<file path="config.mk">
export PLATFORM = sky130hd
export DESIGN_NAME = lztd_ctrl
export DESIGN_NICKNAME = d
export VERILOG_FILES = /design/src/rtl/lztd_pkg.sv /design/src/rtl/lztd_ctrl.sv
export SDC_FILE = /design/constraint.sdc
export NUM_CORES = 1
export LEC_CHECK = 0
export BUFFER_PORTS_ARGS = -buffer_cell sky130_fd_sc_hd__buf_4
export CAP_MARGIN = 10
export CORE_MARGIN = 2
export CORE_UTILIZATION = 57
export DETAILED_ROUTE_END_ITERATION = 10
export GPL_TIMING_DRIVEN = 0
export HOLD_SLACK_MARGIN = 0.06
export PLACE_DENSITY = 0.81
export SLEW_MARGIN = 40
export SYNTH_ARGS = -nofsm -noshare
export SYNTH_HDL_FRONTEND = slang
export SYNTH_SLANG_ARGS = --single-unit
</file>
<file path="constraint.sdc">
create_clock -name clk -period 2.9 [get_ports clk]
set_input_delay 0.145 -clock clk [delete_from_list [all_inputs] [get_ports clk]]
set_output_delay 0.145 -clock clk [all_outputs]
set_load 0.02 [all_outputs]
</file>
<file path="src/rtl/lztd_pkg.sv">
// Shared types and constants for the LZ77 token decoder.
package lztd_pkg;

  localparam int DEF_WINDOW_BYTES = 4096;
  localparam int DEF_MAX_MATCH    = 18;

  localparam int OFF_W  = 13;
  localparam int LEN_W  = 5;
  localparam int BYTE_W = 8;

  typedef struct packed {
    logic              new_stream;
    logic [OFF_W-1:0]  match_offset;
    logic [LEN_W-1:0]  match_length;
    logic [BYTE_W-1:0] literal_byte;
  } lztd_in_t;

  typedef struct packed {
    logic [BYTE_W-1:0] out_byte;
    logic              last_of_token;
    logic              bad_offset;
  } lztd_out_t;

  typedef struct packed {
    logic      valid;
    lztd_out_t data;
  } lztd_emit_t;

  typedef enum logic [1:0] {
    ST_IDLE,
    ST_COPY,
    ST_LIT,
    ST_ERR
  } lztd_state_t;

endpackage

</file>
<file path="src/rtl/lztd_ctrl.sv">
// Token sequencer: offset check, copy pointers, ring read/write and byte emit.
module lztd_ctrl import lztd_pkg::*; #(
  parameter int WINDOW_BYTES = DEF_WINDOW_BYTES,
  parameter int MAX_MATCH    = DEF_MAX_MATCH,
  parameter int PTR_W        = $clog2(DEF_WINDOW_BYTES)
) (
  input  logic              clk,
  input  logic              rst_n,
  input  logic              in_valid,
  output logic              in_ready,
  input  lztd_in_t          in_data,
  input  logic              slot_free,
  output lztd_emit_t        emit,
  output logic              ram_we,
  output logic [PTR_W-1:0]  ram_waddr,
  output logic [BYTE_W-1:0] ram_wdata,
  output logic              ram_re,
  output logic [PTR_W-1:0]  ram_raddr,
  input  logic [BYTE_W-1:0] ram_rd_data
);

  localparam int CNT_W = $clog2(WINDOW_BYTES + 1);
  localparam int CMP_W = (OFF_W > CNT_W) ? OFF_W : CNT_W;
  localparam int SUM_W = PTR_W + 1;

  lztd_state_t       state_r, state_nxt;
  logic [PTR_W-1:0]  wp_r, wp_nxt;
  logic [PTR_W-1:0]  rp_r, rp_nxt;
  logic [CNT_W-1:0]  cnt_r, cnt_nxt;
  logic [LEN_W-1:0]  rem_r, rem_nxt;
  logic [BYTE_W-1:0] lit_r, lit_nxt;
  logic              fwd_r, fwd_nxt;
  logic [BYTE_W-1:0] fwd_byte_r, fwd_byte_nxt;

  logic [CNT_W-1:0]  cnt_base;
  logic [LEN_W-1:0]  len_sat;
  logic              bad;
  logic [SUM_W-1:0]  src_sum;
  logic [PTR_W-1:0]  src;
  logic [BYTE_W-1:0] copy_byte;
  logic [PTR_W-1:0]  wp_inc, rp_inc;
  logic [CNT_W-1:0]  cnt_inc;

  function automatic logic [PTR_W-1:0] ptr_inc(input logic [PTR_W-1:0] p);
    logic [PTR_W-1:0] r;
    if (p == PTR_W'(WINDOW_BYTES - 1)) r = '0;
    else                               r = p + 1'b1;
    return r;
  endfunction

  always_ff @(posedge clk) begin
    if (!rst_n) begin
      state_r <= ST_IDLE;
      wp_r    <= '0;
      cnt_r   <= '0;
      fwd_r   <= 1'b0;
    end else begin
      state_r <= state_nxt;
      wp_r    <= wp_nxt;
      cnt_r   <= cnt_nxt;
      fwd_r   <= fwd_nxt;
    end
  end

  always_ff @(posedge clk) begin
    rp_r       <= rp_nxt;
    rem_r      <= rem_nxt;
    lit_r      <= lit_nxt;
    fwd_byte_r <= fwd_byte_nxt;
  end

  always_comb begin
    cnt_base = in_data.new_stream ? '0 : cnt_r;
    if (int'(in_data.match_length) > MAX_MATCH) len_sat = LEN_W'(MAX_MATCH);
    else                                        len_sat = in_data.match_length;
    bad = (len_sat != '0) &&
          ((in_data.match_offset == '0) ||
           (CMP_W'(in_data.match_offset) > CMP_W'(cnt_base)));
    // wp - offset modulo window; offset is at most the window here
    src_sum = SUM_W'(wp_r) + SUM_W'(WINDOW_BYTES) - SUM_W'(in_data.match_offset);
    if (src_sum >= SUM_W'(WINDOW_BYTES)) src = PTR_W'(src_sum - SUM_W'(WINDOW_BYTES));
    else                                 src = PTR_W'(src_sum);
    copy_byte = fwd_r ? fwd_byte_r : ram_rd_data;
    wp_inc    = ptr_inc(wp_r);
    rp_inc    = ptr_inc(rp_r);
    cnt_inc   = (cnt_r == CNT_W'(WINDOW_BYTES)) ? cnt_r : cnt_r + 1'b1;
  end

  always_comb begin
    state_nxt    = state_r;
    wp_nxt       = wp_r;
    rp_nxt       = rp_r;
    cnt_nxt      = cnt_r;
    rem_nxt      = rem_r;
    lit_nxt      = lit_r;
    fwd_nxt      = fwd_r;
    fwd_byte_nxt = fwd_byte_r;
    in_ready     = 1'b0;
    emit         = '0;
    ram_we       = 1'b0;
    ram_waddr    = wp_r;
    ram_wdata    = copy_byte;
    ram_re       = 1'b0;
    ram_raddr    = src;

    unique case (state_r)
      ST_IDLE: begin
        in_ready = 1'b1;
        if (in_valid) begin
          cnt_nxt = cnt_base;
          lit_nxt = in_data.literal_byte;
          rem_nxt = len_sat;
          if (bad) begin
            state_nxt = ST_ERR;
          end else if (len_sat != '0) begin
            ram_re    = 1'b1;
            rp_nxt    = src;
            fwd_nxt   = 1'b0;
            state_nxt = ST_COPY;
          end else if (in_data.literal_byte != '0) begin
            state_nxt = ST_LIT;
          end
        end
      end

      ST_COPY: begin
        if (slot_free) begin
          emit.valid              = 1'b1;
          emit.data.out_byte      = copy_byte;
          emit.data.last_of_token = (rem_r == LEN_W'(1)) && (lit_r == '0);
          ram_we  = 1'b1;
          wp_nxt  = wp_inc;
          cnt_nxt = cnt_inc;
          rp_nxt  = rp_inc;
          rem_nxt = rem_r - 1'b1;
          if (rem_r != LEN_W'(1)) begin
            // next source is the slot written now when the offset is one
            ram_re       = 1'b1;
            ram_raddr    = rp_inc;
            fwd_nxt      = (rp_inc == wp_r);
            fwd_byte_nxt = copy_byte;
          end else if (lit_r != '0) begin
            state_nxt = ST_LIT;
          end else begin
            state_nxt = ST_IDLE;
          end
        end
      end

      ST_LIT: begin
        if (slot_free) begin
          emit.valid              = 1'b1;
          emit.data.out_byte      = lit_r;
          emit.data.last_of_token = 1'b1;
          ram_we    = 1'b1;
          ram_wdata = lit_r;
          wp_nxt    = wp_inc;
          cnt_nxt   = cnt_inc;
          state_nxt = ST_IDLE;
        end
      end

      ST_ERR: begin
        if (slot_free) begin
          emit.valid              = 1'b1;
          emit.data.last_of_token = 1'b1;
          emit.data.bad_offset    = 1'b1;
          state_nxt = ST_IDLE;
        end
      end

      default: begin
        state_nxt = ST_IDLE;
      end
    endcase
  end

endmodule

</file>
# [Word level (Yosys, flattened, before mapping)]
# Cells that the tools add are included.
# Widths: inputs -> output; s select.
[totals] word_cells=112 inputBits=39 output_inout_bits=46 ff_bits=61
[classes] n_eq_ne=19 n_reduce_logical=21 muxes=54 addsub=7 n_lt_le_gt_ge=3
[ops] operator="$mux 12" n=10
[ops] operator="$mux 13" n=4
[ops] operator="$pmux 13 s2" n=1
[ops] operator="$add 12x1->12 const B" n=2
[ops] operator="$eq 12x12->1 const B" n=2
[ops] operator="$mux 8" n=3
[ops] operator="$pmux 12 s2" n=1
[ops] operator="$mux 10" n=2
[ops] operator="$mux 2" n=9
[ops] operator="$pmux 8 s2" n=1
[ops] operator="$reduce_bool 8->1" n=2
[ops] operator="$mux 5" n=3
[ops] operator="$mux 1" n=14
[ops] operator="$ne 2x2->1 const B" n=7
[ops] operator="$add 12x13->13 const B" n=1
[ops] operator="$add 13x1->13 const B" n=1
[ops] operator="$eq 13x13->1 const B" n=1
[ops] operator="$ge 13x13->1 const B" n=1
[ops] operator="$gt 13x13->1" n=1
[ops] operator="$logic_not 13->1" n=1
[ops] operator="$sub 13x13->13" n=1
[ops] operator="$eq 12x12->1" n=1
[ops] operator="$sub 12x1->12 const B" n=1
[ops] operator="$pmux 5 s2" n=1
[ops] operator="23 further kinds" n=33

# [Logic depth before layout (Yosys ltp)]
# Gate-level depths: netlist of the first run.
[logic_depth] depth_word=8 mapped_depth=10 depth_no_buf=10

# [Worst setup path after synthesis of the first run]
# Ideal clock, no wire load.
[synth_path] path_type="reg-to-output" start="register wp_r[0] (netlist: ram_waddr[0])" end="output ram_raddr[8]" t_required_ns=2.755 stages_incl_launch_ff=11 path_buffers=0 arrival_time_ns=2.579 slack_ns=0.176 path_cell_list="dfxtp_1 > inv_1 > ha_1 > fa_1 > nand2b_1 > a21boi_0 > o21a_1 > o31a_1 > o21a_1 > nor3_1 > o31ai_1"
[synth_between] elab_chain_cells=7
[synth_rtl] element="from (decl)" line="lztd_ctrl.sv:27" rtl="logic [PTR_W-1:0] wp_r, wp_nxt;"
[synth_rtl] element="from (signal assigned)" line="lztd_ctrl.sv:59" rtl="wp_r <= wp_nxt;"
[synth_rtl] element="$add 12x13->13 (*)" line="lztd_ctrl.sv:80" rtl="src_sum = SUM_W'(wp_r) + SUM_W'(WINDOW_BYTES) - SUM_W'(in_data.match_offset);"
[synth_rtl] element="$sub 13x13->13 (*)" line="lztd_ctrl.sv:80"
[synth_rtl] element="$sub 12x1->12 / $ge 13x13->1 (equally long branches)" line="lztd_ctrl.sv:81" rtl="if (src_sum >= SUM_W'(WINDOW_BYTES)) src = PTR_W'(src_sum - SUM_W'(WINDOW_BYTES));"
[synth_rtl] element="$mux 12 (*)" line="lztd_ctrl.sv:81"
[synth_rtl] element="$mux 12" line="lztd_ctrl.sv:136" rtl="if (rem_r != LEN_W'(1)) begin"
[synth_rtl] element="$mux 12" line="lztd_ctrl.sv:127" rtl="if (slot_free) begin"
[synth_rtl] element="$mux 12 (*)" line="lztd_ctrl.sv:106" rtl="unique case (state_r)"
[synth_rtl] element="to (decl)" line="lztd_ctrl.sv:18" rtl="output logic [PTR_W-1:0] ram_raddr,"
# Mark *: on every way between the ends. The rest lies on a longest branch, timed or not.

# [Worst setup path after layout of the first run]
[layout_path] start="register wp_r[0] (netlist: ram_waddr[0])" end="output ram_raddr[10]"
# The elaborated chain is that of the path after synthesis.

==> results.yml, run 1 <==
floorplan:
  core_area_mm2: 0.00826
  ios: 85
  fp.dieW_um: 96.4
  start_util_pct: 58.9
  dieHeight_um: 96.4
  rows: 33
  die-area_mm2: 0.00929
logic_synthesis:
  async_flop_share_pct: 0
  ys.flop_type: "edfxtp_1"
  yosys_warnings: 0
  ys_ff_latch: 61
  yosys.area.top_type: "edfxtp_1"
  synth_cell_types: 62
  synth_top_area_share_pct: 20.4
  synth_commonest_cells: "nand2_1, nor2_1, o21ai_0"
  synthTopCellsByArea: "edfxtp_1, dfxtp_1, ha_1, o21ai_0, nand2_1"
  ys_seq_area_share_pct: 31.9
  syn_area_per_cell_um2: 7.95
  synth_edf_count: 33
  syn_nets: 686
  synthesis.area_mm2: 0.00487
  synth_most_common_cell: "nand2_1"
  syn_inst: 612
worst_setup_path:
  cp-startpoint: "ram_waddr[0]"
  crit_end: "ram_raddr[10]"
  rrSetupSlack_ns: 0.17
  worstPathRequired_ns: 2.76
  crit_arrival_ns: 2.77
  start_kind: "flop"
  critical_path_class: "flop to primary output"
  reg2regPathDepth: 9
  end_kind: "primary output"
  reg2reg_to: "fwd_r"
  r2r-start: "rp_r[0]"
  path_max_fanout: 4
clocking:
  cts_tree: "yes"
  clk_pin_slew_worst_paths_ns: 0.07
  root_buffer: "clkbuf_8"
  cts_buffer_depth: 2
  insertion_delay_ns: 0.36
  numClockSinks: 61
  cts-buffers-inserted: 9
  htreeDepth: 3
timing:
  slew_headroom_pct: 51.4
  finalHoldViolCount: 0
  period_share_pct: 101
  holdWs_ns: 0.0979
  max_clock_freq_ghz: 0.343
  setup_ws_ns: -0.0194
  fin_skew_ns: 0.0115
  period_minus_slack_ns: 2.92
  worst_pin_slew_ns: 0.729
  setup-violations-final: 1
  slew_violations: 0
  rsz0062_at_grt: "true"
grt:
  grt_first_pass_wirelength_um: 22900
  grt_pass1_vias: 4813
  grtUsageTotal_pct: 32.0
  antenna_found_initial: 0
  grt_max_degree: 18
  grt_overflow: 0
placement:
  dp_hpwl_um: 10700
  place_congestion: 0.987
  dp.cells: 801
  portBuffers: 84
flow_run:
  maxCapViolCount: 0
route:
  drt_first_pass_iters: 5
  first_iter_violations: 355
  wl_per_cell_um: 17.7
  vias_per_cell: 6.03
  ant_nets: 0
  drc: 0
  wl_um: 14700
  vias: 5011
finish:
  syn_to_final_growth_pct: 24.1
  layout-drive-gt1-share_pct: 18.3
  diodes: 0
  instances_no_fill: 831
  num-nets-final: 795
  fillers: 665
pwr:
  p_per_area_mw_per_mm2: 660
  ir_drop_uv: 314
  power_leakage_nw: 2.44
outcome:
  outcome: "finished with violations"
  violations: "setup timing"
min_path:
  min_path_type: "primary input to flop"
where the power goes:
group | internal (mW) | switching (mW)
logic | 0.702 | 1.16
clock network | 0.395 | 0.382
registers | 1.15 | 0.191
registers in the layout, summed over array words and instances, names as in the netlist:
register	cells
rp_r	12
fwd_byte_r	8
fwd_r	1
rem_r	5
cnt_r	13
ram_waddr	12
state_r	2
lit_r	8
logic make-up after synthesis:
group	synth area share, %
and+or+nand+nor	28.2
AOI/OAI and AO/OA	17.4
DFF	31.9
buffers and inverters	4.60
adders and majority gates	9.15
xor gates and xnor gates	5.40
muxes	3.39
through the flow:
stage               setup slack, ns  cell area, um^2  setup TNS (ns)  power (mW)  util, %
detailed placement          -0.0420             5630          -0.496        3.09     68.2
global route                 -0.161             6040          -0.364        4.21     73.1
floorplan                     0.176             4870               0        2.49        -
global placement             -0.329             5630           -3.94        3.01     68.2
finish                      -0.0194             6040         -0.0194        3.98     73.1
CTS                        0.000685             5930               0        3.88     71.8
repair_timing:
item                                    in CTS  in global routing
pin swaps                                    0                 11
hold buffers                                 8                  0
endpoints found under the setup margin      10                 23
setup buffers                                0                  6
endpoints found under the hold margin        8                  0
resized for setup                           11                 16
worst max-delay path, stage by stage (launching register included):
cell      delay [ns]
dfxtp_4         0.37
inv_4           0.06
ha_4            0.14
fa_2            0.20
nand2b_4        0.13
a21boi_4        0.05
o21a_1          0.21
o31a_1          0.35
o41ai_4         0.48
nor2_2          0.06
a211oi_2        0.20
buf_4           0.17
layout by cell type, fill, tap and decap left out, types with 16 or more instances in the layout:
cell type | netlist | routed
ha_1 | 34 | 33
dfxtp_1 | 28 | 24
edfxtp_1 | 33 | 33
nor3_1 | 21 | 21
inv_1 | 36 | 35
o21ai_0 | 56 | 56
clkbuf_1 | 16 | 17
nand2b_1 | 17 | 16
buf_4 | 0 | 91
nor2_1 | 56 | 55
a21oi_1 | 33 | 33
nand2_1 | 69 | 69
nand3_1 | 18 | 18
and2_1 | 23 | 23
cell type report:
| class | count | area [um^2] | area share (%) |
|---|---|---|---|
| Multi-Input combinational cell | 492 | 3170 | 52.5 |
| Sequential cell | 61 | 1560 | 25.8 |
| Clock inverter | 6 | 63.8 | 1.06 |
| Clock buffer | 10 | 128 | 2.11 |
| Tap cell | 105 | 131 | 2.18 |
| Timing Repair Buffer | 98 | 756 | 12.5 |
| Buffer | 22 | 88.8 | 1.47 |
| Inverter | 37 | 141 | 2.34 |
routing by layer:
metal	part of all wire [%]	vias to the layer above	track usage (%)
met5	0	-	0
met4	3.2	0	13.1
met3	8.0	49	4.27
met2	47	231	53.3
met1	41	2330	42.1
li1	-	2401	-
how the worst min path moves through the flow:
stage | startpoint | to | slack [ns] | cells after the start
finish | in_data[10] | rem_r[2] | 0.1 | 3
global route | in_data[10] | rem_r[2] | 0.11 | 3
CTS | in_data[10] | rem_r[2] | 0.10 | 3
detailed placement | in_data[4] | lit_r[4] | 0.34 | 1
global placement | in_data[6] | lit_r[6] | 0.34 | 1
floorplan | in_data[0] | lit_r[0] | 0.24 | 0
No activity file was read; power rests on OpenSTA's default activity.
==> run 2, diff against run 1 <==
ABC_AREA = 1   (was unset)
==> results.yml, run 2 <==
outcome:
  outcome: "finished, final reports clean"
pwr:
  combPwrFrac_pct: 53.1
  switching_share_pct: 47.3
  internal_power_mw: 2.61
  total_power_mw: 4.94
  clkPwrFrac_pct: 17.8
  switching_power_mw: 2.34
  ir_drop_uv: 604
  p_per_area_mw_per_mm2: 828
  power_leakage_nw: 2.73
  seq_power_share_pct: 29.1
clocking:
  cts_tree: "yes"
  insertion_delay_ns: 0.34
  numClockSinks: 61
  postCtsSetupBuffers: 0
  htreeDepth: 3
  cts-buffers-inserted: 9
  cts_buffer_depth: 2
  root_buffer: "clkbuf_8"
  clk_pin_slew_worst_paths_ns: 0.08
floorplan:
  start_util_pct: 59.3
  dieHeight_um: 96.7
  core_area_mm2: 0.00826
  die-area_mm2: 0.00935
  rows: 33
  fp.dieW_um: 96.7
  ios: 85
logic_synthesis:
  ys_seq_area_share_pct: 31.7
  syn_inst: 707
  syn_area_per_cell_um2: 6.92
  synth_edf_count: 33
  syn_nets: 781
  ys.flop_type: "edfxtp_1"
  yosys.area.top_type: "edfxtp_1"
  synthTopCellsByArea: "edfxtp_1, nand2_1, dfxtp_1, ha_1, inv_1"
  synth_cell_types: 44
  async_flop_share_pct: 0
  synthesis.area_mm2: 0.00490
  ys_ff_latch: 61
  yosys_warnings: 0
  synth_commonest_cells: "nand2_1, inv_1, o21ai_0"
  synth_most_common_cell: "nand2_1"
  synth_top_area_share_pct: 20.2
finish:
  syn_to_final_growth_pct: 21.9
  num-nets-final: 884
  diodes: 0
  layout-drive-gt1-share_pct: 17.3
  final_cell_mix: "nand2_1, inv_1, buf_4, o21ai_0, nand3_1"
  instances_no_fill: 920
  layout_commonest_cell: "nand2_1"
  fillers: 690
  largest_reg_flops: 13
  stdcell_area_mm2: 0.00597
  fin_util_pct: 72.3
  top_register: "cnt_r"
  multiInputGateArea_mm2: 0.00287
  regArea_mm2: 0.00155
worst_setup_path:
  rrSetupSlack_ns: 0.26
  worst-path-buf-inv: 4
  slowest_delay_ns: 0.44
  reg2regPathDepth: 6
  slowest_stage: "buf_2"
  crit_cells: 9
  reg2reg_to: "rp_r[5]"
  crit_end: "ram_raddr[5]"
  crit_chain: "ha_1, inv_1, nor2_1, nand2_1, inv_1, nor2_1, buf_2, mux2i_1, buf_4"
  crit_family: "buffers and inverters"
  cp-startpoint: "rem_r[0]"
  critical_path_class: "flop to primary output"
  r2r-start: "state_r[1]"
  start_kind: "flop"
  path_max_fanout: 17
  crit_arrival_ns: 2.53
  end_kind: "primary output"
  worstPathRequired_ns: 2.76
placement:
  placed_cell_area_mm2: 0.00566
  dp.cells: 896
  portBuffers: 84
  place_ws_ns: 0.0969
  place_congestion: 0.934
  dp_hpwl_um: 11100
route:
  vias_per_cell: 5.64
  vias: 5191
  drt_first_pass_iters: 5
  met2_length_um: 6930
  first_iter_violations: 349
  ant_nets: 0
  wl_um: 14200
  wl_per_cell_um: 15.4
  highest_layer: "met4"
  wl_met1_um: 5880
  dr_wl_met3_um: 977
  drc: 0
timing:
  holdWs_ns: 0.117
  period_minus_slack_ns: 2.68
  finalHoldViolCount: 0
  rsz0062_at_grt: "false"
  fin_skew_ns: 0.00750
  worst_pin_slew_ns: 0.736
  slew_violations: 0
  setup-violations-final: 0
  period_share_pct: 92.3
  slew_headroom_pct: 50.9
  setup_ws_ns: 0.223
  max_clock_freq_ghz: 0.373
  fin_setup_tns_ns: 0
flow_run:
  maxCapViolCount: 0
min_path:
  min_path_type: "primary input to flop"
grt:
  grt_first_pass_wirelength_um: 23100
  antenna_found_initial: 0
  grt_overflow: 0
  grt_max_degree: 18
  grt_pass1_vias: 4972
  grtUsageTotal_pct: 30.2
==> run 2: timing repair <==
action	4_1_cts	5_1_grt
gates resized for setup	0	1
endpoints found under the setup margin	0	12
hold buffers	8	0
endpoints found under the hold margin	8	0
==> run 2: final cells by class <==
| class | instances | share of cell area (%) |
|---|---|---|
| inverter | 109 | 6.86 |
| multi-input combinational | 521 | 48.1 |
| clock inverter | 7 | 1.64 |
| timing repair buffer | 92 | 11.9 |
| buffer | 16 | 1.26 |
| tap | 105 | 2.20 |
| sequential | 61 | 26.0 |
| clock buffer | 9 | 2.08 |
==> run 2: worst min path at each step <==
stage / from / slack (ns) / depth (start not counted) / end
floorplan: in_data[0] / 0.24 / 0 / lit_r[0]
global placement: in_data[2] / 0.33 / 1 / lit_r[2]
detailed placement: in_data[2] / 0.34 / 1 / lit_r[2]
CTS: in_data[12] / 0.09 / 3 / rem_r[4]
global route: in_data[12] / 0.12 / 3 / rem_r[4]
finish: in_data[12] / 0.12 / 3 / rem_r[4]
==> run 2: worst register-to-register path, stage by stage, from the launching register on <==
cell and delay [ns]:
dfxtp_1 0.36, inv_1 0.09, ha_1 0.32, clkinv_1 0.34
a21oi_2 0.46, inv_1 0.12, a21oi_2 0.57
==> run 2: power by group through the flow <==
| stage | logic, mW | registers [mW] | clock network (mW) |
|---|---|---|---|
| floorplan | 1.78 | 1.40 | 0 |
| global placement | 2.49 | 1.44 | 0 |
| detailed placement | 2.56 | 1.45 | 0 |
| CTS | 2.58 | 1.43 | 0.874 |
| global route | 2.90 | 1.47 | 0.920 |
| finish | 2.62 | 1.44 | 0.878 |
==> run 2: logic make-up after synthesis <==
logic type	share of synthesized area (%)
and+or+nand+nor	31.3
AOI/OAI and AO/OA	14.7
buffers and inverters	9.89
adders and majority gates	9.10
xor gates and xnor gates	2.86
DFF	31.7
muxes	0.409
==> run 2: per-layer routing <==
metal	vias to the layer above	GRT usage [%]
li1	2558	-
met3	26	4.26
met2	208	51.4
met1	2399	38.3
met4	0	12.8
met5	-	0
==> run 3, diff against run 2 <==
CORE_UTILIZATION = 55   (was 57)
PLACE_DENSITY = 0.79   (was 0.81)
clock period = 2.55 ns   (was 2.9 ns; I/O delays follow)
==> results.yml, run 3 (same netlist as run 2, synthesis figures left out) <==
grt:
  grt_max_degree: 18
  grt_pass1_vias: 4902
  grtUsageTotal_pct: 29.0
  antenna_found_initial: 0
  grt_overflow: 0
  grt_first_pass_wirelength_um: 22600
worst_setup_path:
  reg2reg_to: "rp_r[9]"
  crit_end: "ram_raddr[10]"
  end_kind: "primary output"
  critical_path_class: "flop to primary output"
  worstPathRequired_ns: 2.42
  crit_arrival_ns: 2.31
  cp-startpoint: "ram_waddr[5]"
  crit_chain: "ha_1, a21o_1, o21ai_0, o2111ai_1, or2_2, nand3_1, o21ai_0, buf_4"
  path_max_fanout: 5
  r2r-start: "state_r[0]"
  rrSetupSlack_ns: 0.19
  slowest_stage: "dfxtp_1"
  start_kind: "flop"
  slowest_delay_ns: 0.44
  path_common_cell: "o21ai_0"
  reg2regPathDepth: 8
floorplan:
  start_util_pct: 56.4
  rows: 34
  ios: 85
  die-area_mm2: 0.00967
  fp.dieW_um: 98.4
  dieHeight_um: 98.4
  core_area_mm2: 0.00868
timing:
  finalHoldViolCount: 0
  worst_pin_slew_ns: 0.614
  setup-violations-final: 0
  fin_skew_ns: 0.00769
  slew_violations: 0
  period_minus_slack_ns: 2.44
  fin_setup_tns_ns: 0
  setup_ws_ns: 0.108
  slew_headroom_pct: 59.1
  max_clock_freq_ghz: 0.410
  holdWs_ns: 0.0859
  period_share_pct: 95.8
min_path:
  whs_path_depth: 3
  min_path_type: "primary input to flop"
finish:
  syn_to_final_growth_pct: 22.2
  fillers: 780
  num-nets-final: 885
  final_cell_mix: "nand2_1, inv_1, buf_4, o21ai_0, nand3_1"
  layout-drive-gt1-share_pct: 18.8
  top_register: "cnt_r"
  largest_reg_flops: 13
  instances_no_fill: 923
  layout_commonest_cell: "nand2_1"
  diodes: 0
route:
  first_iter_violations: 397
  ant_nets: 0
  drc: 0
  vias: 5109
  drt_first_pass_iters: 6
  vias_per_cell: 5.54
  wl_per_cell_um: 15.2
  wl_um: 14000
placement:
  portBuffers: 84
  dp.cells: 899
  place_ws_ns: -0.317
  dp_hpwl_um: 11000
  place_congestion: 0.966
pwr:
  power_leakage_nw: 2.71
  ir_drop_uv: 816
  total_power_mw: 5.42
  p_per_area_mw_per_mm2: 906
clocking:
  htreeDepth: 3
  cts_buffer_depth: 2
  numClockSinks: 61
  cts-buffers-inserted: 9
  insertion_delay_ns: 0.35
  clk_pin_slew_worst_paths_ns: 0.07
  cts_tree: "yes"
  root_buffer: "clkbuf_8"
flow_run:
  maxCapViolCount: 0
outcome:
  outcome: "finished, final reports clean"
## run 3: cell types whose count changed in the layout (fill, tap and decap cells not counted), sizes merged
cell and change:
buf +1, inv -1, clkinv +2, bufinv -2
## run 3: report_power, final
part / internal [mW] / total (mW) / switching [mW]
sequential: 1.41 / 1.63 / 0.221
combinational: 1.03 / 3.04 / 2.01
clock: 0.335 / 0.747 / 0.412
total: 2.77 / 5.42 / 2.65
## run 3: what timing repair did
action | 4_1_cts | 5_1_grt
resized for setup | 4 | 19
cloned | 0 | 0
endpoints found under the setup margin | 14 | 22
hold endpoints to repair | 8 | 0
pin swaps | 0 | 2
buffers inserted | 0 | 1
hold buffers | 8 | 0
## run 3: worst min-delay path by stage
stage	start	endpoint	slack, ns
finish	in_data[12]	rem_r[4]	0.09
global route	in_data[12]	rem_r[4]	0.10
CTS	in_data[12]	rem_r[4]	0.08
detailed placement	in_data[0]	lit_r[0]	0.32
global placement	in_data[3]	lit_r[3]	0.32
floorplan	in_data[0]	lit_r[0]	0.23
## run 3: stage by stage
stage / util [%] / area [um^2]
after floorplan: - / 4900
after global placement: 65.2 / 5660
after detailed placement: 65.3 / 5670
after CTS: 68.2 / 5920
after global routing: 68.9 / 5980
final: 68.9 / 5980
## run 3: area by class of cell
| type | instances | area [um^2] | share of cell area, % |
|---|---|---|---|
| multi-input cells | 521 | 2920 | 48.8 |
| clock buffers | 9 | 124 | 2.07 |
| flip-flops and latches | 61 | 1560 | 26.2 |
| clock inverters | 6 | 31.3 | 0.523 |
| inverters | 109 | 409 | 6.84 |
| plain buffers | 16 | 78.8 | 1.32 |
| well taps | 108 | 135 | 2.26 |
| repair buffers | 93 | 718 | 12.0 |
## run 3: critical path, delay by kind of cell (launching register included)
| kind | cells | cell delay, ns |
|---|---|---|
| simple gates | 2 | 0.37 |
| fa+ha+maj | 1 | 0.32 |
| compound gates | 4 | 0.67 |
| flops | 1 | 0.44 |
| buf+inv | 1 | 0.16 |
## run 3: routing by layer
layer | vias to the layer above | global-route usage (%) | share of wire (%)
met4 | 0 | 9.69 | 2.1
li1 | 2557 | - | -
met2 | 186 | 49.3 | 49
met5 | - | 0 | 0
met1 | 2341 | 37.8 | 43
met3 | 25 | 4.58 | 5.9
